**src/rtl/rtcsm_pkg.sv**
```systemverilog
`default_nettype none
package rtcsm_pkg;

    localparam int unsigned BURST_BYTES = 7;
    localparam int unsigned BYTE_CNT_W  = (BURST_BYTES > 1) ? $clog2(BURST_BYTES) : 1;
    localparam int unsigned CFG_DATA_W  = 16;

    localparam logic [15:0] PHASE_TICKS_RST = 16'd50;
    localparam logic [7:0]  BURST_CMD_RST   = 8'hFF;

    typedef enum logic [1:0] {
        OP_WRITE = 2'd0,
        OP_READ  = 2'd1,
        OP_BURST = 2'd2,
        OP_TICK  = 2'd3
    } op_t;

    typedef enum logic {
        CFG_PHASE_TICKS   = 1'b0,
        CFG_BURST_COMMAND = 1'b1
    } cfg_index_t;

    typedef struct packed {
        op_t        op;
        logic [7:0] command_byte;
        logic [7:0] write_data;
        logic       io_sample;
    } req_item_t;

    typedef struct packed {
        logic       chip_enable;
        logic       serial_clock;
        logic       io_drive;
        logic       io_level;
        logic       busy_res;
        logic       byte_valid;
        logic [7:0] read_value;
        logic       last_byte;
    } rsp_item_t;

    typedef struct packed {
        logic                  valid;
        cfg_index_t            index;
        logic [CFG_DATA_W-1:0] data;
    } cfg_write_t;

endpackage
`default_nettype wire

```
**src/rtl/rtcsm_req_if.sv**
```systemverilog
`default_nettype none
interface rtcsm_req_if;
    logic             valid;
    logic             ready;
    rtcsm_pkg::op_t   op;
    logic [7:0]       command_byte;
    logic [7:0]       write_data;
    logic             io_sample;

    modport source (output valid, output op, output command_byte, output write_data,
                    output io_sample, input ready);
    modport sink   (input valid, input op, input command_byte, input write_data,
                    input io_sample, output ready);
endinterface
`default_nettype wire

```
**src/rtl/rtcsm_rsp_if.sv**
```systemverilog
`default_nettype none
interface rtcsm_rsp_if;
    logic       valid;
    logic       ready;
    logic       chip_enable;
    logic       serial_clock;
    logic       io_drive;
    logic       io_level;
    logic       busy_res;
    logic       byte_valid;
    logic [7:0] read_value;
    logic       last_byte;

    modport source (output valid, output chip_enable, output serial_clock, output io_drive,
                    output io_level, output busy_res, output byte_valid, output read_value,
                    output last_byte, input ready);
    modport sink   (input valid, input chip_enable, input serial_clock, input io_drive,
                    input io_level, input busy_res, input byte_valid, input read_value,
                    input last_byte, output ready);
endinterface
`default_nettype wire

```
**src/rtl/rtcsm_cfg_if.sv**
```systemverilog
`default_nettype none
interface rtcsm_cfg_if;
    logic                               valid;
    logic                               ready;
    rtcsm_pkg::cfg_index_t              index;
    logic [rtcsm_pkg::CFG_DATA_W-1:0]   data;

    modport source (output valid, output index, output data, input ready);
    modport sink   (input valid, input index, input data, output ready);
endinterface
`default_nettype wire

```
**src/rtl/rtcsm_in_stage.sv**
```systemverilog
`default_nettype none
module rtcsm_in_stage (
    input  wire logic                 clk,
    input  wire logic                 rst_n,
    rtcsm_req_if.sink                 req,
    input  wire logic                 take,
    output logic                      item_valid,
    output rtcsm_pkg::req_item_t      item
);

    logic                 valid_reg;
    logic                 valid_next;
    rtcsm_pkg::req_item_t item_reg;
    logic                 accept;

    assign req.ready = !valid_reg || take;
    assign accept    = req.valid && req.ready;

    always_comb
    begin
        valid_next = valid_reg;
        if (accept)
        begin
            valid_next = 1'b1;
        end
        else if (take)
        begin
            valid_next = 1'b0;
        end
    end

    always_ff @(posedge clk or negedge rst_n)
    begin
        if (!rst_n)
        begin
            valid_reg <= 1'b0;
        end
        else
        begin
            valid_reg <= valid_next;
        end
    end

    always_ff @(posedge clk)
    begin
        if (accept)
        begin
            item_reg.op           <= req.op;
            item_reg.command_byte <= req.command_byte;
            item_reg.write_data   <= req.write_data;
            item_reg.io_sample    <= req.io_sample;
        end
    end

    assign item_valid = valid_reg;
    assign item       = item_reg;

endmodule
`default_nettype wire

```
**src/rtl/rtcsm_core.sv**
```systemverilog
`default_nettype none
module rtcsm_core (
    input  wire logic                  clk,
    input  wire logic                  rst_n,
    input  wire logic                  step,
    input  wire rtcsm_pkg::req_item_t  item,
    input  wire rtcsm_pkg::cfg_write_t cfg_wr,
    output rtcsm_pkg::rsp_item_t       result
);

    typedef enum logic [3:0] {
        MODE_IDLE  = 4'b0001,
        MODE_WRITE = 4'b0010,
        MODE_READ  = 4'b0100,
        MODE_BURST = 4'b1000
    } mode_t;

    typedef enum logic [10:0] {
        PH_CLK_LOW  = 11'b000_0000_0001,
        PH_CE_HIGH  = 11'b000_0000_0010,
        PH_TX_START = 11'b000_0000_0100,
        PH_TX_LEVEL = 11'b000_0000_1000,
        PH_TX_RISE  = 11'b000_0001_0000,
        PH_TX_FALL  = 11'b000_0010_0000,
        PH_RX_FIRST = 11'b000_0100_0000,
        PH_RX_RISE  = 11'b000_1000_0000,
        PH_RX_FALL  = 11'b001_0000_0000,
        PH_END_CLK  = 11'b010_0000_0000,
        PH_END_CE   = 11'b100_0000_0000
    } phase_t;

    localparam int unsigned BCW = rtcsm_pkg::BYTE_CNT_W;
    localparam logic [BCW-1:0] LAST_BURST_IDX = BCW'(rtcsm_pkg::BURST_BYTES - 1);

    logic [15:0]    phase_ticks_reg;
    logic [7:0]     burst_command_reg;

    mode_t          mode_reg, mode_next;
    phase_t         phase_reg, phase_next;
    logic [15:0]    tick_count_reg, tick_count_next;
    logic [2:0]     bit_count_reg, bit_count_next;
    logic [BCW-1:0] byte_count_reg, byte_count_next;
    logic [15:0]    shift_reg, shift_next;
    logic           ce_reg, ce_next;
    logic           clk_pin_reg, clk_pin_next;
    logic           drive_reg, drive_next;
    logic           level_reg, level_next;

    logic [15:0]    tick_sum;
    logic           phase_end;
    logic           fin;
    logic [7:0]     rx_byte;
    logic [7:0]     bcd_hi;
    logic [7:0]     bcd_value;
    logic [15:0]    shift_sampled;
    logic           byte_done;

    assign tick_sum      = tick_count_reg + 16'd1;
    assign phase_end     = (tick_sum >= phase_ticks_reg) || (tick_sum == 16'd0);
    assign fin           = (mode_reg != MODE_BURST) || (byte_count_reg >= LAST_BURST_IDX);
    assign rx_byte       = shift_reg[7:0];
    assign bcd_hi        = {4'b0000, rx_byte[7:4]};
    assign bcd_value     = (bcd_hi << 3) + (bcd_hi << 1) + {4'b0000, rx_byte[3:0]};
    assign shift_sampled = {8'h00, item.io_sample, shift_reg[7:1]};

    always_comb
    begin
        mode_next       = mode_reg;
        phase_next      = phase_reg;
        tick_count_next = tick_count_reg;
        bit_count_next  = bit_count_reg;
        byte_count_next = byte_count_reg;
        shift_next      = shift_reg;
        ce_next         = ce_reg;
        clk_pin_next    = clk_pin_reg;
        drive_next      = drive_reg;
        level_next      = level_reg;
        byte_done       = 1'b0;

        if (step)
        begin
            unique case (item.op)
                rtcsm_pkg::OP_TICK:
                begin
                    if (mode_reg != MODE_IDLE)
                    begin
                        tick_count_next = tick_sum;
                        if (phase_end)
                        begin
                            tick_count_next = 16'd0;
                            unique case (phase_reg)
                                PH_CLK_LOW:
                                begin
                                    clk_pin_next = 1'b0;
                                    phase_next   = PH_CE_HIGH;
                                end
                                PH_CE_HIGH:
                                begin
                                    ce_next    = 1'b1;
                                    phase_next = PH_TX_START;
                                end
                                PH_TX_START:
                                begin
                                    drive_next     = 1'b1;
                                    clk_pin_next   = 1'b0;
                                    bit_count_next = 3'd0;
                                    phase_next     = PH_TX_LEVEL;
                                end
                                PH_TX_LEVEL:
                                begin
                                    level_next = shift_reg[0];
                                    phase_next = PH_TX_RISE;
                                end
                                PH_TX_RISE:
                                begin
                                    clk_pin_next = 1'b1;
                                    phase_next   = PH_TX_FALL;
                                end
                                PH_TX_FALL:
                                begin
                                    clk_pin_next = 1'b0;
                                    shift_next   = {1'b0, shift_reg[15:1]};
                                    if (bit_count_reg != 3'd7)
                                    begin
                                        bit_count_next = bit_count_reg + 3'd1;
                                        phase_next     = PH_TX_LEVEL;
                                    end
                                    else if (mode_reg == MODE_WRITE)
                                    begin
                                        if (byte_count_reg == '0)
                                        begin
                                            byte_count_next = BCW'(1);
                                            bit_count_next  = 3'd0;
                                            phase_next      = PH_TX_LEVEL;
                                        end
                                        else
                                        begin
                                            phase_next = PH_END_CLK;
                                        end
                                    end
                                    else
                                    begin
                                        drive_next      = 1'b0;
                                        shift_next      = 16'd0;
                                        bit_count_next  = 3'd0;
                                        byte_count_next = '0;
                                        phase_next      = PH_RX_FIRST;
                                    end
                                end
                                PH_RX_FIRST:
                                begin
                                    bit_count_next = 3'd0;
                                    shift_next     = shift_sampled;
                                    phase_next     = PH_RX_RISE;
                                end
                                PH_RX_RISE:
                                begin
                                    clk_pin_next = 1'b1;
                                    phase_next   = PH_RX_FALL;
                                end
                                PH_RX_FALL:
                                begin
                                    clk_pin_next = 1'b0;
                                    if (bit_count_reg != 3'd7)
                                    begin
                                        bit_count_next = bit_count_reg + 3'd1;
                                        shift_next     = shift_sampled;
                                        phase_next     = PH_RX_RISE;
                                    end
                                    else
                                    begin
                                        byte_done = 1'b1;
                                        if (fin)
                                        begin
                                            phase_next = PH_END_CLK;
                                        end
                                        else
                                        begin
                                            byte_count_next = byte_count_reg + BCW'(1);
                                            bit_count_next  = 3'd0;
                                            shift_next      = 16'd0;
                                            phase_next      = PH_RX_FIRST;
                                        end
                                    end
                                end
                                PH_END_CLK:
                                begin
                                    clk_pin_next = 1'b1;
                                    phase_next   = PH_END_CE;
                                end
                                PH_END_CE:
                                begin
                                    ce_next         = 1'b0;
                                    mode_next       = MODE_IDLE;
                                    phase_next      = PH_CLK_LOW;
                                    bit_count_next  = 3'd0;
                                    byte_count_next = '0;
                                end
                                default:
                                begin
                                    ce_next         = 1'b0;
                                    mode_next       = MODE_IDLE;
                                    phase_next      = PH_CLK_LOW;
                                    bit_count_next  = 3'd0;
                                    byte_count_next = '0;
                                end
                            endcase
                        end
                    end
                end
                rtcsm_pkg::OP_WRITE, rtcsm_pkg::OP_READ, rtcsm_pkg::OP_BURST:
                begin
                    if (mode_reg == MODE_IDLE)
                    begin
                        unique case (item.op)
                            rtcsm_pkg::OP_WRITE:
                            begin
                                mode_next  = MODE_WRITE;
                                shift_next = {item.write_data, item.command_byte};
                            end
                            rtcsm_pkg::OP_READ:
                            begin
                                mode_next  = MODE_READ;
                                shift_next = {8'h00, item.command_byte};
                            end
                            default:
                            begin
                                mode_next  = MODE_BURST;
                                shift_next = {8'h00, burst_command_reg};
                            end
                        endcase
                        ce_next         = 1'b0;
                        phase_next      = PH_CLK_LOW;
                        tick_count_next = 16'd0;
                        bit_count_next  = 3'd0;
                        byte_count_next = '0;
                    end
                end
            endcase
        end
    end

    always_comb
    begin
        result.chip_enable  = ce_next;
        result.serial_clock = clk_pin_next;
        result.io_drive     = drive_next;
        result.io_level     = level_next;
        result.busy_res     = (mode_next != MODE_IDLE);
        result.byte_valid   = byte_done;
        result.read_value   = byte_done ? bcd_value : 8'h00;
        result.last_byte    = byte_done && fin;
    end

    always_ff @(posedge clk or negedge rst_n)
    begin
        if (!rst_n)
        begin
            phase_ticks_reg   <= rtcsm_pkg::PHASE_TICKS_RST;
            burst_command_reg <= rtcsm_pkg::BURST_CMD_RST;
        end
        else if (cfg_wr.valid)
        begin
            unique case (cfg_wr.index)
                rtcsm_pkg::CFG_PHASE_TICKS:   phase_ticks_reg   <= cfg_wr.data[15:0];
                rtcsm_pkg::CFG_BURST_COMMAND: burst_command_reg <= cfg_wr.data[7:0];
            endcase
        end
    end

    always_ff @(posedge clk or negedge rst_n)
    begin
        if (!rst_n)
        begin
            mode_reg       <= MODE_IDLE;
            phase_reg      <= PH_CLK_LOW;
            tick_count_reg <= 16'd0;
            bit_count_reg  <= 3'd0;
            byte_count_reg <= '0;
            shift_reg      <= 16'd0;
            ce_reg         <= 1'b0;
            clk_pin_reg    <= 1'b0;
            drive_reg      <= 1'b0;
            level_reg      <= 1'b0;
        end
        else
        begin
            mode_reg       <= mode_next;
            phase_reg      <= phase_next;
            tick_count_reg <= tick_count_next;
            bit_count_reg  <= bit_count_next;
            byte_count_reg <= byte_count_next;
            shift_reg      <= shift_next;
            ce_reg         <= ce_next;
            clk_pin_reg    <= clk_pin_next;
            drive_reg      <= drive_next;
            level_reg      <= level_next;
        end
    end

endmodule
`default_nettype wire

```
**src/rtl/rtcsm_out_stage.sv**
```systemverilog
`default_nettype none
module rtcsm_out_stage (
    input  wire logic                 clk,
    input  wire logic                 rst_n,
    rtcsm_rsp_if.source               rsp,
    input  wire logic                 item_valid,
    input  wire rtcsm_pkg::rsp_item_t result,
    output logic                      take
);

    logic                 valid_reg;
    logic                 valid_next;
    rtcsm_pkg::rsp_item_t data_reg;

    assign take = item_valid && (!valid_reg || rsp.ready);

    always_comb
    begin
        valid_next = valid_reg;
        if (take)
        begin
            valid_next = 1'b1;
        end
        else if (rsp.ready)
        begin
            valid_next = 1'b0;
        end
    end

    always_ff @(posedge clk or negedge rst_n)
    begin
        if (!rst_n)
        begin
            valid_reg <= 1'b0;
        end
        else
        begin
            valid_reg <= valid_next;
        end
    end

    always_ff @(posedge clk)
    begin
        if (take)
        begin
            data_reg <= result;
        end
    end

    assign rsp.valid        = valid_reg;
    assign rsp.chip_enable  = data_reg.chip_enable;
    assign rsp.serial_clock = data_reg.serial_clock;
    assign rsp.io_drive     = data_reg.io_drive;
    assign rsp.io_level     = data_reg.io_level;
    assign rsp.busy_res     = data_reg.busy_res;
    assign rsp.byte_valid   = data_reg.byte_valid;
    assign rsp.read_value   = data_reg.read_value;
    assign rsp.last_byte    = data_reg.last_byte;

endmodule
`default_nettype wire

```
**src/rtl/three_wire_rtc_serial_master_unit.sv**
```systemverilog
// req items are registered in the input stage, their results in the output stage
// throughput: one transfer per cycle unless rsp.ready stalls; each phase_ticks-th
// tick moves the bus one phase; the input register fills while rsp.ready is low
// reset: asynchronous active-low; idle, pins low, data line input,
// phase_ticks 50, burst_command 0xff; cfg is always ready
`default_nettype none
module three_wire_rtc_serial_master_unit (
    input  wire logic   clk,
    input  wire logic   rst_n,
    rtcsm_req_if.sink   req,
    rtcsm_rsp_if.source rsp,
    rtcsm_cfg_if.sink   cfg
);

    logic                   item_valid;
    logic                   take;
    rtcsm_pkg::req_item_t   item;
    rtcsm_pkg::rsp_item_t   result;
    rtcsm_pkg::cfg_write_t  cfg_wr;

    assign cfg.ready    = 1'b1;
    assign cfg_wr.valid = cfg.valid;
    assign cfg_wr.index = cfg.index;
    assign cfg_wr.data  = cfg.data;

    rtcsm_in_stage u_in_stage (
        .clk        (clk),
        .rst_n      (rst_n),
        .req        (req),
        .take       (take),
        .item_valid (item_valid),
        .item       (item)
    );

    rtcsm_core u_core (
        .clk    (clk),
        .rst_n  (rst_n),
        .step   (take),
        .item   (item),
        .cfg_wr (cfg_wr),
        .result (result)
    );

    rtcsm_out_stage u_out_stage (
        .clk        (clk),
        .rst_n      (rst_n),
        .rsp        (rsp),
        .item_valid (item_valid),
        .result     (result),
        .take       (take)
    );

endmodule
`default_nettype wire

```
**src/flat_wrapper.sv**
```systemverilog
// flat-port wrapper written by rule: the top's interface ports become plain ports
module three_wire_rtc_serial_master_unit_flat 
  (clk, rst_n, req_valid, req_op, req_command_byte, req_write_data, req_io_sample, req_ready, rsp_valid, rsp_chip_enable, rsp_serial_clock, rsp_io_drive, rsp_io_level, rsp_busy_res, rsp_byte_valid, rsp_read_value, rsp_last_byte, rsp_ready, cfg_valid, cfg_index, cfg_data, cfg_ready);
  rtcsm_req_if req_i ();
  rtcsm_rsp_if rsp_i ();
  rtcsm_cfg_if cfg_i ();
  input  wire logic clk;
  input  wire logic rst_n;
  input wire logic [$bits(req_i.valid)-1:0] req_valid;
  input wire logic [$bits(req_i.op)-1:0] req_op;
  input wire logic [$bits(req_i.command_byte)-1:0] req_command_byte;
  input wire logic [$bits(req_i.write_data)-1:0] req_write_data;
  input wire logic [$bits(req_i.io_sample)-1:0] req_io_sample;
  output wire logic [$bits(req_i.ready)-1:0] req_ready;
  output wire logic [$bits(rsp_i.valid)-1:0] rsp_valid;
  output wire logic [$bits(rsp_i.chip_enable)-1:0] rsp_chip_enable;
  output wire logic [$bits(rsp_i.serial_clock)-1:0] rsp_serial_clock;
  output wire logic [$bits(rsp_i.io_drive)-1:0] rsp_io_drive;
  output wire logic [$bits(rsp_i.io_level)-1:0] rsp_io_level;
  output wire logic [$bits(rsp_i.busy_res)-1:0] rsp_busy_res;
  output wire logic [$bits(rsp_i.byte_valid)-1:0] rsp_byte_valid;
  output wire logic [$bits(rsp_i.read_value)-1:0] rsp_read_value;
  output wire logic [$bits(rsp_i.last_byte)-1:0] rsp_last_byte;
  input wire logic [$bits(rsp_i.ready)-1:0] rsp_ready;
  input wire logic [$bits(cfg_i.valid)-1:0] cfg_valid;
  input wire logic [$bits(cfg_i.index)-1:0] cfg_index;
  input wire logic [$bits(cfg_i.data)-1:0] cfg_data;
  output wire logic [$bits(cfg_i.ready)-1:0] cfg_ready;
  assign req_i.valid = req_valid;
  assign req_i.op = req_op;
  assign req_i.command_byte = req_command_byte;
  assign req_i.write_data = req_write_data;
  assign req_i.io_sample = req_io_sample;
  assign req_ready = req_i.ready;
  assign rsp_valid = rsp_i.valid;
  assign rsp_chip_enable = rsp_i.chip_enable;
  assign rsp_serial_clock = rsp_i.serial_clock;
  assign rsp_io_drive = rsp_i.io_drive;
  assign rsp_io_level = rsp_i.io_level;
  assign rsp_busy_res = rsp_i.busy_res;
  assign rsp_byte_valid = rsp_i.byte_valid;
  assign rsp_read_value = rsp_i.read_value;
  assign rsp_last_byte = rsp_i.last_byte;
  assign rsp_i.ready = rsp_ready;
  assign cfg_i.valid = cfg_valid;
  assign cfg_i.index = cfg_index;
  assign cfg_i.data = cfg_data;
  assign cfg_ready = cfg_i.ready;
  three_wire_rtc_serial_master_unit u_core (.clk(clk), .rst_n(rst_n), .req(req_i), .rsp(rsp_i), .cfg(cfg_i));
endmodule
```
**config.mk**
```make
export PLATFORM = sky130hd
export DESIGN_NAME = three_wire_rtc_serial_master_unit_flat
export DESIGN_NICKNAME = d
export VERILOG_FILES = /design/src/rtl/rtcsm_pkg.sv /design/src/rtl/rtcsm_req_if.sv /design/src/rtl/rtcsm_rsp_if.sv /design/src/rtl/rtcsm_cfg_if.sv /design/src/rtl/rtcsm_in_stage.sv /design/src/rtl/rtcsm_core.sv /design/src/rtl/rtcsm_out_stage.sv /design/src/rtl/three_wire_rtc_serial_master_unit.sv /design/src/flat_wrapper.sv
export SDC_FILE = /design/constraint.sdc
export NUM_CORES = 1
export LEC_CHECK = 0
export BUFFER_PORTS_ARGS = -buffer_cell sky130_fd_sc_hd__clkbuf_2
export CAP_MARGIN = 20
export CORE_UTILIZATION = 60
export DETAILED_ROUTE_END_ITERATION = 7
export GPL_TIMING_DRIVEN = 1
export PLACE_DENSITY_LB_ADDON = 0.1
export SYNTH_ARGS = -nofsm -noshare
export SYNTH_HDL_FRONTEND = slang
export SYNTH_HIERARCHICAL = 1
export SYNTH_SLANG_ARGS = --single-unit
```
**constraint.sdc**
```tcl
create_clock -name clk -period 4.9 [get_ports clk]
set_input_delay 0.245 -clock clk [delete_from_list [all_inputs] [get_ports clk]]
set_output_delay 0.245 -clock clk [all_outputs]
set_load 0.05 [all_outputs]
```
# Word level (Yosys, flattened, before mapping)
# Index checks and enable logic that the tools add are counted.
classes:
  n_addsub: 5
  order_cmp: 2
  n_eq_ne: 31
  muxes: 83
  bitwise: 1
  n_reduce_logical: 28
ops:
  columns: ["operator", "n"]
  rows:
  - ["16-bit 2-to-1 mux", 8]
  - ["11-bit case mux with 10 select lines", 1]
  - ["16-bit case mux with 2 select lines", 3]
  - ["11-bit 2-to-1 mux", 5]
  - ["16-bit case mux with 3 select lines", 1]
  - ["3-bit 2-to-1 mux", 15]
  - ["10-bit 2-to-1 mux", 3]
  - ["15-bit 2-to-1 mux", 2]
  - ["1-bit 2-to-1 mux", 29]
  - ["11-bit case mux with 2 select lines", 1]
  - ["4-bit 2-to-1 mux", 5]
  - ["3-bit case mux with 3 select lines", 2]
  - ["16-bit by 1-bit adder with 16-bit output (second input constant)", 1]
  - ["16-bit >= comparator", 1]
  - ["16-bit zero test", 1]
  - ["4-bit case mux with 2 select lines", 2]
  - ["3-bit inequality test (second input constant)", 4]
  - ["4-bit by 1-bit inequality test with 1-bit output (second input constant)", 3]
  - ["4-bit inequality test (second input constant)", 3]
  - ["3-bit case mux with 2 select lines", 2]
  - ["11-bit by 1-bit == test with 1-bit output (second input constant)", 1]
  - ["11-bit by 10-bit == test with 1-bit output (second input constant)", 1]
  - ["11-bit by 2-bit == test with 1-bit output (second input constant)", 1]
  - ["11-bit by 3-bit == test with 1-bit output (second input constant)", 1]
  - ["36 further kinds", 54]
totals:
  ff_bits: 117
  in_bits: 41
  out_inout_bits: 18
  elab_cells: 176

# Depth between registers and ports, before layout
logic_depth:
  ltp_word: 8
  depth_mapped: 17
  mapped_depth_nobuf: 14

# Cells and area by module
# Netlist, hierarchy kept.
modules_own_cells:
  columns: ["mod", "n_inst", "cells_per_inst", "area_each_um2", "seq_area_each_um2"]
  rows:
  - ["rtcsm_core", 1, 547, 5173.7, 2043.2]
  - ["rtcsm_in_stage", 1, 23, 624.3, 595.6]
  - ["rtcsm_out_stage", 1, 19, 494.2, 475.5]
  - ["three_wire_rtc_serial_master_unit", 1, 2, 11.3, 0.0]

# Worst setup path after synthesis
# No wires, ideal clock.
synth_path:
  kind: "register to register"
  startpoint: "reg u_core.u_core.tick_count_reg[7]"
  endpoint: "reg u_core.u_core.shift_reg[14]"
  setup_time_ns: 0.125
  t_arrival_ns: 3.363
  t_required_ns: 4.775
  setup_slack_ns: 1.412
  path_stages_with_launch: 16
  n_path_buf: 3
  synth_period_minus_slack_ns: 3.488
  path_cell_list: "dfrtp_1 -> buf_2 -> nand4_4 -> nor4_4 -> nand3_1 -> xnor2_1 -> ha_1 -> a21oi_1 -> o21ai_0 -> a2111oi_0 -> a21oi_1 -> a31o_1 -> buf_6 -> o21ai_4 -> buf_6 -> mux2_4"
synth_via:
  elab_chain_len: 5
  word_cells_on_any_way: 6
  classes_between: "add/sub: 1; order compare: 1; eq/ne: 1; reduce/logical: 3"
synth_lines:
  columns: ["item", "line_no", "text"]
  rows:
  - ["start, declared", "rtcsm_core.sv:40", "logic [15:0] tick_count_reg, tick_count_next;"]
  - ["start signal, assigned", "rtcsm_core.sv:290", "tick_count_reg <= tick_count_next;"]
  - ["16-bit by 1-bit adder with 16-bit output *", "rtcsm_core.sv:58", "assign tick_sum = tick_count_reg + 16'd1;"]
  - ["16-bit >= comparator or 16-bit zero test (tied branches)", "rtcsm_core.sv:59", "assign phase_end = (tick_sum >= phase_ticks_reg) || (tick_sum == 16'd0);"]
  - ["1-bit logical OR *", "rtcsm_core.sv:59", null]
  - ["2-bit inequality test (no source line) *", null, null]
  - ["6-bit AND reduction (no source line) *", null, null]
  - ["end signal, assigned", "rtcsm_core.sv:293", "shift_reg <= shift_next;"]
  - ["end, declared", "rtcsm_core.sv:43", "logic [15:0] shift_reg, shift_next;"]
# Mark *: on every way between the ends. The rest lies on a longest branch, timed or not.
# A chain may end at the register's enable or synchronous reset.

# Worst setup path after layout
layout_path:
  startpoint: "reg u_core.u_core.tick_count_reg[7]"
  endpoint: "reg u_core.u_core.shift_reg[13]"
# The elaborated chain is that of the path after synthesis.

==> results.json <==
{
  "route.detailed.drc": 0,
  "rsz0062_at_grt": "false",
  "clk_pin_slew_worst_paths_ns": 0.06,
  "chipHeight_um": 105,
  "initial_core_util": 0.613,
  "numCtsBuffers": 17,
  "first_pass_iters": 7,
  "tritoncts": "done",
  "max_slew.worst_pin.slew_ns": 1.13,
  "fmax_mhz": 226,
  "vias_per_cell": 6.20,
  "final_cell_area_sq_mm": 0.00766,
  "portBuffers": 57,
  "path_delay_family": "compound AO/OA/AOI/OAI gates",
  "p_leak_nw": 3.46,
  "cts_root_buf": "clkbuf_8",
  "power_density_mw_per_mm2": 446,
  "fp.dieW_um": 105,
  "synth_area_leaders": "dfrtp_1, edfxtp_1, ha_1, dfstp_2, nand2_1",
  "largest_reg_flops": 19,
  "synth_area_leader_cell": "dfrtp_1",
  "area_growth_pct": 21.6,
  "post_cts_buffers": 0,
  "hp-class": "primary input to flop",
  "status": "completed",
  "cp.arrival_ns": 4.85,
  "core_sq_mm": 0.0103,
  "cpPeakStageDelay_ns": 0.68,
  "synth_nets": 664,
  "dp_hpwl_mm": 9.78,
  "antennaDiodeCount": 0,
  "ios": 59,
  "period_needed_ns": 4.42,
  "finalWirelength_mm": 15.7,
  "relSlewSlack": 0.247,
  "path_cells": "nand4_4 > nor4_4 > nand3_1 > xnor2_1 > ha_1 > a21oi_1 > o21ai_0 > a2111oi_0 > a21oi_1 > a31o_1 > o21ai_4 > mux2_2",
  "cp.required_ns": 5.32,
  "clock_sinks": 117,
  "drt_iter0_markers": 335,
  "startpoint_type": "flop",
  "cp-end-kind": "flop",
  "yosys_warnings": 6,
  "crit_buf_inv": 0,
  "maxCapViolCount": 0,
  "ir_drop_mv": 0.530,
  "cts_resized": 0,
  "crit_path_frequent_cell": "a21oi_1",
  "synth_edf_count": 34,
  "clockBufferDepth": 2,
  "gp_congestion": 0.908,
  "setup_viol": 0,
  "seq_area_frac_synth": 0.494,
  "slew_viol_final": 0,
  "nets": 752,
  "dieArea_sq_mm": 0.0109,
  "grt.total_usage": 0.302,
  "fill_cells": 701,
  "hold_viol": 0,
  "wire_per_inst_um": 19.0,
  "ys_top_cells_by_count": "dfrtp_1, nand2_1, o21ai_0, inv_1, edfxtp_1",
  "synth_area_per_cell_sq_um": 10.7,
  "yosys.cell_types.count": 73,
  "synth_area_sq_mm": 0.00630,
  "clock_latency_ns": 0.54,
  "worstPathMaxFanout": 18,
  "antenna_found_initial": 0,
  "path_class": "flop to flop",
  "postSynth.topFlopCell": "dfrtp_1",
  "grt_overflow_total": 0,
  "yosysTopAreaCellShare": 0.278,
  "drive_above_1_share": 0.207,
  "final.setup.tns_ns": 0,
  "async_reset_ff_frac": 0.709,
  "grt_first_pass_wirelength_mm": 25.3,
  "layout.cells.non_filler": 828,
  "post-route-period-util": 0.902,
  "htreeDepth": 4,
  "placed_area_sq_mm": 0.00663,
  "fp-row-count": 37,
  "synthCells": 591,
  "vias": 5130,
  "ys_seq_elements": 117,
  "finalClockSkew_ns": 0.0151,
  "min_path_cells": 4,
  "worst-path-stages": 12,
  "grt_pass1_vias": 5134,
  "cpMaxStageDelayCell": "o21ai_4",
  "ant_nets": 0,
  "grt_max_degree": 84,
  "synth.most_common_cell": "dfrtp_1",
  "reg2regPathDepth": 12,
  "dp_cells": 756
}
placed cells by master (no fill, tap or decap), drive strengths merged, types with 17 or more instances in the layout:
cell type,n
a21oi,20
clkbuf,79
dfrtp,70
dlygate4sd3,38
edfxtp,34
ha,30
inv,36
mux2,17
nand2,51
nand3,23
nand4,17
nor2,29
o21ai,41
what timing repair did:
| action | in CTS | in global routing |
|---|---|---|
| hold buffers | 37 | 1 |
| hold endpoints to repair | 113 | 1 |
| setup endpoints to repair | 0 | 0 |
cell type report:
cell class | instances | area, sq um | share of cell area
repair buffers | 101 | 741 | 0.0967
clock buffers | 23 | 520 | 0.0679
inverters | 35 | 131 | 0.0171
well taps | 136 | 170 | 0.0222
clock inverters | 9 | 87.6 | 0.0114
multi-input cells | 407 | 2900 | 0.378
flip-flops and latches | 117 | 3110 | 0.406
worst paths after layout:
| path | start | endpoint | slack (ns) |
|---|---|---|---|
| min reg2reg | u_core/u_core/level_reg | u_core/u_core/level_reg | 0.49 |
| max reg2reg | u_core/u_core/tick_count_reg[7] | u_core/u_core/shift_reg[13] | 0.48 |
| min | cfg_index | u_core/u_core/phase_ticks_reg[5] | 0.06 |
| max in group asynchronous | rst_n | u_core/u_core/burst_command_reg[3] | 4.04 |
| max | u_core/u_core/tick_count_reg[7] | u_core/u_core/shift_reg[13] | 0.48 |
| min in group asynchronous | rst_n | u_core/u_core/byte_count_reg[2] | 0.20 |
worst reg2reg max path: cells and delay by family, from the launching register on:
kind	cells	cell delay [ns]
flip-flops	1	0.52
adder cells (fa/ha/maj)	1	0.32
AO/OA/AOI/OAI	6	2.01
AND/OR/NAND/NOR	3	0.85
multiplexers	1	0.42
XOR/XNOR	1	0.17
where the power goes:
part           leakage [nW]  internal [W]  switching, W
Sequential             1.37       0.00116      0.000128
Clock                 0.300      0.000792      0.000463
Combinational          1.78      0.000360      0.000515
through the flow:
step / setup slack, ns / hold slack [ns] / total power (W) / util
after global placement: 0.785 / 0.422 / 0.00208 / 0.645
final: 0.478 / 0.0604 / 0.00342 / 0.746
after global routing: 0.129 / 0.0960 / 0.00359 / 0.746
after detailed placement: 0.548 / 0.424 / 0.00212 / 0.645
after floorplan: 1.41 / -0.0506 / 0.00189 / -
after CTS: 0.522 / 0.00508 / 0.00340 / 0.741
kinds of logic after synthesis:
family / count (synthesis) / synth area share
compound gates: 133 / 0.150
other cells: 1 / 0.000595
fa+ha+maj: 32 / 0.0659
xor+xnor: 18 / 0.0250
buf+inv: 67 / 0.0474
mux: 28 / 0.0484
flops: 117 / 0.494
simple gates: 195 / 0.168
per-layer routing:
metal,track usage,wire [um],vias to the layer above
li1,-,-,2352
met1,0.387,6650,2551
met2,0.496,7780,201
met3,0.0764,1050,26
met4,0.107,235,0
met5,0,0,-
No activity file was read; power rests on OpenSTA's default activity.
